**src/hdl/hslrgb_pkg.sv**
```systemverilog
`default_nettype none

package hslrgb_pkg;

	// Width of every color field on the streams.
	localparam int FIELD_W = 16;
	// Three fields packed back to back fill six whole bytes.
	localparam int DATA_W = 3 * FIELD_W;
	// Number of color channels.
	localparam int NUM_CH = 3;

	// Piece of the hue ramp that one channel falls into.
	typedef enum logic [1:0] {
		RAMP_RISE,
		RAMP_HIGH,
		RAMP_FALL,
		RAMP_LOW
	} ramp_region_t;

endpackage

`default_nettype wire

```
**src/hdl/hsl_to_rgb_converter_core.sv**
```systemverilog
`default_nettype none

// HSL to RGB color converter, one pixel per clock while the receiver does not stall.
//
// Input words arrive on the s_ channel and results leave on the m_ channel.
// Each word carries one color as three unsigned fractions with FRAC_BITS
// fraction bits, packed into 16-bit fields of tdata. Hue is taken modulo one
// turn; saturation and lightness above one are clamped just below one.
// Each output channel is saturated at the largest value below one, or at
// 65535 when that is smaller.
//
// The datapath is a five-stage pipeline: input clamp and hue offsets, the
// saturation times lightness product, the two levels with ramp region
// selection, the three ramp products, and the final add and saturate into
// the output register. A word accepted into stage 1 raises m_tvalid once it
// reaches the output register, and a new word can be accepted in every
// cycle while the receiver does not stall.
//
// Reset clears all valid bits, so the pipeline comes up empty and ready.
// When the receiver stalls, words pile up stage by stage; s_tready drops
// only once all five stages hold a word, and nothing is lost or repeated.

module hsl_to_rgb_converter_core
	import hslrgb_pkg::*;
#(
	parameter int FRAC_BITS = 16
) (
	input  wire logic              clk,
	input  wire logic              arst_n,
	input  wire logic              s_tvalid,
	output      logic              s_tready,
	// Fields from bit 0 up: hue[15:0], saturation[31:16], lightness[47:32].
	input  wire logic [DATA_W-1:0] s_tdata,
	output      logic              m_tvalid,
	input  wire logic              m_tready,
	// Fields from bit 0 up: red[15:0], green[31:16], blue[47:32].
	output      logic [DATA_W-1:0] m_tdata
);

	localparam int F = FRAC_BITS;
	// Width that holds both a raw input field and a full fraction.
	localparam int CW = (F > FIELD_W) ? F : FIELD_W;
	localparam logic [CW-1:0] FRAC_MAX = CW'((64'd1 << F) - 64'd1);
	// A third of a turn, rounded to nearest, and its complement.
	localparam logic [F-1:0] THIRD_F = F'(((64'd1 << F) + 64'd1) / 64'd3);
	localparam logic [F-1:0] TWO_THIRD_F =
		F'((64'd1 << F) - (((64'd1 << F) + 64'd1) / 64'd3));
	localparam logic [F+2:0] ONE_X = (F+3)'(64'd1 << F);
	localparam logic [F+2:0] FOUR_ONE_X = (F+3)'(64'd4 << F);
	localparam logic [F+1:0] TWO_ONE_X = (F+2)'(64'd2 << F);
	localparam logic [F+1:0] MAX_OUT =
		(F < FIELD_W) ? (F+2)'((64'd1 << F) - 64'd1) : (F+2)'(64'd65535);

	// Stage enables: a stage loads when it is empty or its word moves on.
	logic en1, en2, en3, en4, en5;
	logic valid_s1, valid_s2, valid_s3, valid_s4, valid_s5;

	assign en5 = !valid_s5 || m_tready;
	assign en4 = !valid_s4 || en5;
	assign en3 = !valid_s3 || en4;
	assign en2 = !valid_s2 || en3;
	assign en1 = !valid_s1 || en2;
	assign s_tready = en1;

	always_ff @(posedge clk or negedge arst_n) begin
		if (!arst_n) begin
			valid_s1 <= 1'b0;
			valid_s2 <= 1'b0;
			valid_s3 <= 1'b0;
			valid_s4 <= 1'b0;
			valid_s5 <= 1'b0;
		end else begin
			if (en1) begin
				valid_s1 <= s_tvalid;
			end
			if (en2) begin
				valid_s2 <= valid_s1;
			end
			if (en3) begin
				valid_s3 <= valid_s2;
			end
			if (en4) begin
				valid_s4 <= valid_s3;
			end
			if (en5) begin
				valid_s5 <= valid_s4;
			end
		end
	end

	// Stage 1: hue wrap, clamp of saturation and lightness, hue offsets.
	logic [CW-1:0] hue_ext, sat_ext, light_ext;
	logic [CW-1:0] sat_clamp, light_clamp;
	logic [F-1:0]  hue_wrap;
	logic [F-1:0]  sat_s1, light_s1;
	logic [F-1:0]  vh_s1 [NUM_CH];

	always_comb begin
		hue_ext     = CW'(s_tdata[FIELD_W-1:0]);
		sat_ext     = CW'(s_tdata[2*FIELD_W-1:FIELD_W]);
		light_ext   = CW'(s_tdata[3*FIELD_W-1:2*FIELD_W]);
		hue_wrap    = hue_ext[F-1:0];
		sat_clamp   = (sat_ext > FRAC_MAX) ? FRAC_MAX : sat_ext;
		light_clamp = (light_ext > FRAC_MAX) ? FRAC_MAX : light_ext;
	end

	always_ff @(posedge clk) begin
		if (en1 && s_tvalid) begin
			sat_s1   <= sat_clamp[F-1:0];
			light_s1 <= light_clamp[F-1:0];
			vh_s1[0] <= hue_wrap + THIRD_F;
			vh_s1[1] <= hue_wrap;
			vh_s1[2] <= hue_wrap + TWO_THIRD_F;
		end
	end

	// Stage 2: product of saturation and lightness.
	logic [2*F-1:0] sl_full;
	logic [F-1:0]   prod_s2, sat_s2, light_s2;
	logic [F-1:0]   vh_s2 [NUM_CH];

	assign sl_full = (2*F)'(sat_s1) * (2*F)'(light_s1);

	always_ff @(posedge clk) begin
		if (en2 && valid_s1) begin
			prod_s2  <= sl_full[2*F-1:F];
			sat_s2   <= sat_s1;
			light_s2 <= light_s1;
			vh_s2    <= vh_s1;
		end
	end

	// Stage 3: high and low levels, and which piece of the ramp each
	// channel falls into together with its ramp factor.
	logic [F:0]   c2_raw, c2_fix, c1_fix, d_fix;
	logic [F+1:0] c1_wide;
	logic [F+2:0] six_vh [NUM_CH];
	logic [F+2:0] fall_k [NUM_CH];
	logic [F+1:0] three_vh [NUM_CH];
	logic [F:0]   k_nxt [NUM_CH];
	ramp_region_t region_nxt [NUM_CH];

	logic [F:0]   c1_s3, c2_s3, d_s3;
	logic [F:0]   k_s3 [NUM_CH];
	ramp_region_t region_s3 [NUM_CH];

	always_comb begin
		if (!light_s2[F-1]) begin
			c2_raw = {1'b0, light_s2} + {1'b0, prod_s2};
		end else begin
			c2_raw = {1'b0, light_s2} + {1'b0, sat_s2} - {1'b0, prod_s2};
		end
		c1_wide = {1'b0, light_s2, 1'b0} - {1'b0, c2_raw};
		c1_fix  = c1_wide[F+1] ? '0 : c1_wide[F:0];
		c2_fix  = (c2_raw < c1_fix) ? c1_fix : c2_raw;
		d_fix   = c2_fix - c1_fix;
	end

	always_comb begin
		for (int i = 0; i < NUM_CH; i++) begin
			six_vh[i]   = ({3'b000, vh_s2[i]} << 2) + ({3'b000, vh_s2[i]} << 1);
			three_vh[i] = ({2'b00, vh_s2[i]} << 1) + {2'b00, vh_s2[i]};
			fall_k[i]   = FOUR_ONE_X - six_vh[i];
			if (six_vh[i] < ONE_X) begin
				region_nxt[i] = RAMP_RISE;
				k_nxt[i]      = six_vh[i][F:0];
			end else if (!vh_s2[i][F-1]) begin
				region_nxt[i] = RAMP_HIGH;
				k_nxt[i]      = '0;
			end else if (three_vh[i] < TWO_ONE_X) begin
				region_nxt[i] = RAMP_FALL;
				k_nxt[i]      = fall_k[i][F:0];
			end else begin
				region_nxt[i] = RAMP_LOW;
				k_nxt[i]      = '0;
			end
		end
	end

	always_ff @(posedge clk) begin
		if (en3 && valid_s2) begin
			c1_s3     <= c1_fix;
			c2_s3     <= c2_fix;
			d_s3      <= d_fix;
			k_s3      <= k_nxt;
			region_s3 <= region_nxt;
		end
	end

	// Stage 4: one ramp product per channel.
	logic [2*F+1:0] ramp_full [NUM_CH];
	logic [F:0]     term_s4 [NUM_CH];
	logic [F:0]     c1_s4, c2_s4, d_s4;
	ramp_region_t   region_s4 [NUM_CH];

	always_comb begin
		for (int i = 0; i < NUM_CH; i++) begin
			ramp_full[i] = (2*F+2)'(d_s3) * (2*F+2)'(k_s3[i]);
		end
	end

	always_ff @(posedge clk) begin
		if (en4 && valid_s3) begin
			for (int i = 0; i < NUM_CH; i++) begin
				term_s4[i] <= ramp_full[i][2*F:F];
			end
			c1_s4     <= c1_s3;
			c2_s4     <= c2_s3;
			d_s4      <= d_s3;
			region_s4 <= region_s3;
		end
	end

	// Stage 5: pick the level for each channel, saturate, and register.
	logic [F+1:0]         level [NUM_CH];
	logic [F+1:0]         level_sat [NUM_CH];
	logic [FIELD_W-1:0]   rgb_s5 [NUM_CH];

	always_comb begin
		for (int i = 0; i < NUM_CH; i++) begin
			unique case (region_s4[i])
				RAMP_RISE, RAMP_FALL: begin
					level[i] = {1'b0, c1_s4} + {1'b0, term_s4[i]};
				end
				RAMP_HIGH: begin
					level[i] = {1'b0, c2_s4};
				end
				RAMP_LOW: begin
					level[i] = {1'b0, c1_s4};
				end
				default: begin
					level[i] = {1'b0, c1_s4};
				end
			endcase
			level_sat[i] = (level[i] > MAX_OUT) ? MAX_OUT : level[i];
		end
	end

	always_ff @(posedge clk) begin
		if (en5 && valid_s4) begin
			for (int i = 0; i < NUM_CH; i++) begin
				rgb_s5[i] <= FIELD_W'(level_sat[i]);
			end
		end
	end

	assign m_tvalid = valid_s5;
	assign m_tdata  = {rgb_s5[2], rgb_s5[1], rgb_s5[0]};

	// A word held in stage 1 during a stall must still be there afterwards.
	a_s1_hold: assert property (@(posedge clk) disable iff (!arst_n)
		(valid_s1 && !en2) |=> valid_s1)
		else $error("stage 1 word dropped during stall");

	// The low level never exceeds the high level once registered.
	a_levels: assert property (@(posedge clk) disable iff (!arst_n)
		(valid_s2 && en3) |=> (c2_s3 >= c1_s3))
		else $error("low level above high level");

	// A ramp term never exceeds the level difference.
	a_term: assert property (@(posedge clk) disable iff (!arst_n)
		(valid_s3 && en4) |=> (term_s4[0] <= d_s4 && term_s4[1] <= d_s4 &&
			term_s4[2] <= d_s4))
		else $error("ramp term above level difference");

	// Input is refused only when every stage holds a word.
	a_ready: assert property (@(posedge clk) disable iff (!arst_n)
		!s_tready |-> (valid_s1 && valid_s2 && valid_s3 && valid_s4 && valid_s5))
		else $error("input stalled with a free stage");

endmodule

`default_nettype wire

```
**config.mk**
```make
export PLATFORM = sky130hd
export DESIGN_NAME = hsl_to_rgb_converter_core
export DESIGN_NICKNAME = d
export VERILOG_FILES = /design/src/hdl/hslrgb_pkg.sv /design/src/hdl/hsl_to_rgb_converter_core.sv
export SDC_FILE = /design/constraint.sdc
export NUM_CORES = 2
export LEC_CHECK = 0
export BUFFER_PORTS_ARGS = -buffer_cell sky130_fd_sc_hd__buf_2
export CAP_MARGIN = 20
export CORE_ASPECT_RATIO = 0.9
export CORE_MARGIN = 2
export CORE_UTILIZATION = 56
export CTS_CLUSTER_DIAMETER = 50
export DETAILED_ROUTE_END_ITERATION = 8
export PLACE_DENSITY_LB_ADDON = 0.1
export SLEW_MARGIN = 20
export SYNTH_ARGS = -nofsm -noshare
export SYNTH_HDL_FRONTEND = slang
export SYNTH_SLANG_ARGS = --single-unit
```
**constraint.sdc**
```tcl
create_clock -name clk -period 8.3 [get_ports clk]
set_input_delay 0.83 -clock clk [delete_from_list [all_inputs] [get_ports clk]]
set_output_delay 0.83 -clock clk [all_outputs]
set_load 0.01 [all_outputs]
```
==> results.py <==
metrics = {
    "sta": {
        "post-route-min-period_ns": 8.12,
        "fin_crit_sh_pct": 97.8,
        "hold_viol_final": 0,
        "setup_tns_ns": 0,
        "rsz0062_at_grt": "yes",
        "final-max-slew-violation-count": 0,
        "tightest_slew_ns": 1.09,
        "setup_viol_count_final": 0,
        "clock.fmax_ghz": 0.123,
        "clock_skew_ns": 0.0107,
        "relSlewSlack_pct": 26.5,
    },
    "critical_path": {
        "crit_buf_inv": 6,
        "timing.rr.start": "light_s2[1]$_DFFE_PP_",
        "startpoint_type": "flip-flop",
        "slowest_stage": "fa_1",
        "critPathKind": "reg2reg",
        "critPathTopFamily": "compound AO/OA/AOI/OAI gates",
        "reg2reg_slack_ns": 0.18,
        "cp-end-kind": "flip-flop",
        "ff2ff_path_depth": 41,
        "cp_max_fo": 5,
        "r2r_end": "d_s3[14]$_DFFE_PP_",
        "cp.arrival_ns": 8.49,
        "cpMostUsedCell": "inv_2",
        "critical-path-max-stage-delay_ns": 0.54,
        "worstPathRequired_ns": 8.67,
    },
    "global_routing": {
        "grt_usage_pct": 27.0,
        "grt_overflow": 0,
        "grt_pass1_vias": 41688,
        "grt_use_met2_pct": 44.0,
        "grt_start_max_net_pins": 81,
        "grt_pass1_wl_microns": 225000,
        "antenna_found_initial": 5,
        "grt-busiest-layer": "met2",
        "use_met3_pct": 2.82,
        "gr-usage-met1_pct": 39.3,
    },
    "clocking": {
        "clk_pin_slew_ns": 0.06,
        "clock_path_buffers": 3,
        "cts.sinks": 423,
        "numCtsBuffers": 50,
        "clock_latency_ns": 0.62,
        "clockRootBuffer": "clkbuf_16",
        "tritoncts": "built",
        "h-tree-depth": 2,
    },
    "routing": {
        "postRouteWirelength_microns": 138000,
        "via_count": 41000,
        "drtAntennaViolNets": 0,
        "drtIter0Drc": 2779,
        "drcViolationCount": 0,
        "wl_per_cell_microns": 18.4,
        "firstDrtPassIters": 6,
        "vias_per_cell": 5.47,
    },
    "place": {
        "post-place-cells": 7383,
        "gp_congestion": 0.880,
        "io_buffers": 101,
        "dpl.hpwl_microns": 111000,
        "placed_area_sq_um": 60600,
    },
    "synth": {
        "synth_top_family_by_area": "adder cells",
        "synth_compound_area_share_pct": 8.12,
        "synthMuxAreaShare_pct": 0.604,
        "synth_fa_ha_area_share_pct": 42.5,
        "synth_simple_gate_area_share_pct": 14.5,
        "yosysWarningCount": 0,
        "ys_seq_area_share_pct": 22.0,
        "ys.flop_type": "edfxtp_1",
        "synth_area_sq_um": 57600,
        "syn_inst": 5953,
        "synth_cell_types": 78,
        "synth-xor-area-share_pct": 3.18,
        "syn_nets": 7463,
        "synth_seq_cells": 423,
        "avgSynthCellArea_sq_um": 9.68,
        "synth_edf_count": 418,
        "async_reset_ff_share_pct": 1.18,
    },
    "floorplanning": {
        "dieWidth_microns": 342,
        "die-area_sq_um": 106000,
        "die_y_microns": 308,
        "core-area_sq_um": 102000,
        "std_cell_rows": 111,
        "io_pins": 102,
        "initial_utilization_pct": 56.5,
    },
    "min_path": {
        "worstHoldEndpoint": "sat_s1[4]$_DFFE_PP_",
        "hold_path.class": "in2reg",
        "min_path_cells": 1,
        "hold_path_startpoint": "s_tdata[20]",
    },
    "finish": {
        "fin_area_sq_um": 62800,
        "stdcell_count": 7494,
        "final_cell_mix": "1141 x inv_1, 833 x fa_1, 782 x nand2_1",
        "final_nets": 7607,
        "post-route-util_pct": 61.6,
        "drive_gt1_share_pct": 8.16,
        "mostFrequentLayoutCell": "inv_1",
        "diodes": 0,
        "area_growth_syn_to_layout_pct": 8.91,
    },
    "flow_run": {
        "cap_violations": 0,
    },
    "run_status": {
        "status": "finished, final reports clean",
    },
}
metrics by stage:
stage | worst slack, ns | hold WS [ns]
2_1_floorplan | 0.0352 | 0.400
3_3_place_gp | -0.384 | 0.401
3_5_place_dp | -0.637 | 0.405
4_1_cts | 0.00658 | 0.340
5_1_grt | -0.178 | 0.360
6_report | 0.181 | 0.382
layer usage:
metal / part of all wire (%) / wire length [microns]
met5: 0.013 / 18
met4: 1.9 / 2680
met3: 5.5 / 7590
met2: 46 / 64000
met1: 46 / 63800
synthesized netlist by cell type, types with 11 or more instances:
master | count | share of area [%]
inv_1 | 1146 | 7.5
fa_1 | 836 | 29
nand2_1 | 787 | 5.1
ha_1 | 622 | 14
and2_1 | 432 | 4.7
edfxtp_1 | 418 | 22
clkbuf_1 | 231 | 1.5
nor2_1 | 180 | 1.2
a21oi_1 | 164 | 1.4
o21ai_0 | 149 | 1.3
xnor2_1 | 136 | 2.1
o211ai_1 | 83 | 1.1
xor2_1 | 73 | 1.1
nand2b_1 | 68 | 0.74
nor3_1 | 66 | 0.57
a21o_1 | 64 | 0.83
o21a_1 | 58 | 0.76
nand3_1 | 36 | 0.31
nor2b_1 | 34 | 0.37
nand4_1 | 32 | 0.35
mux2i_1 | 28 | 0.49
a211oi_1 | 26 | 0.34
o21bai_1 | 25 | 0.33
o22ai_1 | 20 | 0.22
and3_1 | 19 | 0.21
o31ai_1 | 19 | 0.25
a31oi_1 | 15 | 0.16
or3_1 | 12 | 0.13
or2_2 | 11 | 0.12
worst register-to-register path: cells and delay by family, from the launching register on:
kind / cells / cell delay [ns]
AND/OR/NAND/NOR: 7 / 1.31
flip-flops: 1 / 0.37
XOR/XNOR: 1 / 0.13
AO/OA/AOI/OAI: 21 / 3.55
buffers and inverters: 6 / 0.49
adder cells (fa/ha/maj): 6 / 2.03
area by class of cell:
cell class,count,area [sq um]
multi-input combinational,4143,40000
fill,8696,39200
clock inverter,34,424
tap,1356,1700
sequential,423,12700
timing repair buffer,333,2360
clock buffer,59,1280
inverter,1146,4300
flip-flops by register name, indices dropped and copies added (netlist names), 6 cells and up:
signal     count
c1_s3         17
c1_s4         17
c2_s3         17
c2_s4         17
d_s3          17
k_s3          48
light_s1      16
light_s2      16
prod_s2       16
region_s3      6
region_s4      6
rgb_s5        48
sat_s1        16
sat_s2        16
term_s4       51
vh_s1         47
vh_s2         47
logic make-up (layout without fill, tap and decap cells):
group	Yosys count	in the layout
simple gates	1727	1727
fa+ha+maj	1458	1458
xor+xnor	209	209
flops	423	423
mux	34	34
compound gates	715	715
buf+inv	1387	1572
worst max path at each step:
stage                          start                 end  slack, ns  cells past startpoint
4_1_cts         prod_s2[3]$_DFFE_PP_  d_s3[15]$_DFFE_PP_      0.007                     38
2_1_floorplan   prod_s2[2]$_DFFE_PP_  d_s3[16]$_DFFE_PP_       0.04                     42
6_report       light_s2[1]$_DFFE_PP_  d_s3[14]$_DFFE_PP_       0.18                     41
5_1_grt        light_s2[1]$_DFFE_PP_  d_s3[16]$_DFFE_PP_      -0.18                     41
3_3_place_gp    prod_s2[1]$_DFFE_PP_  d_s3[16]$_DFFE_PP_      -0.38                     41
3_5_place_dp    prod_s2[3]$_DFFE_PP_  d_s3[15]$_DFFE_PP_      -0.64                     41
repair_timing:
action                                 4_1_cts  5_1_grt
gates resized for setup                     16       67
setup endpoints to repair                    7       11
pin swaps                                    5       50
hold buffers                                 1        0
endpoints found under the hold margin        5        0
setup buffers                                2       14
Power is not shown: default switching activity piles up to over one toggle a cycle in this logic, so the estimate is an artifact.
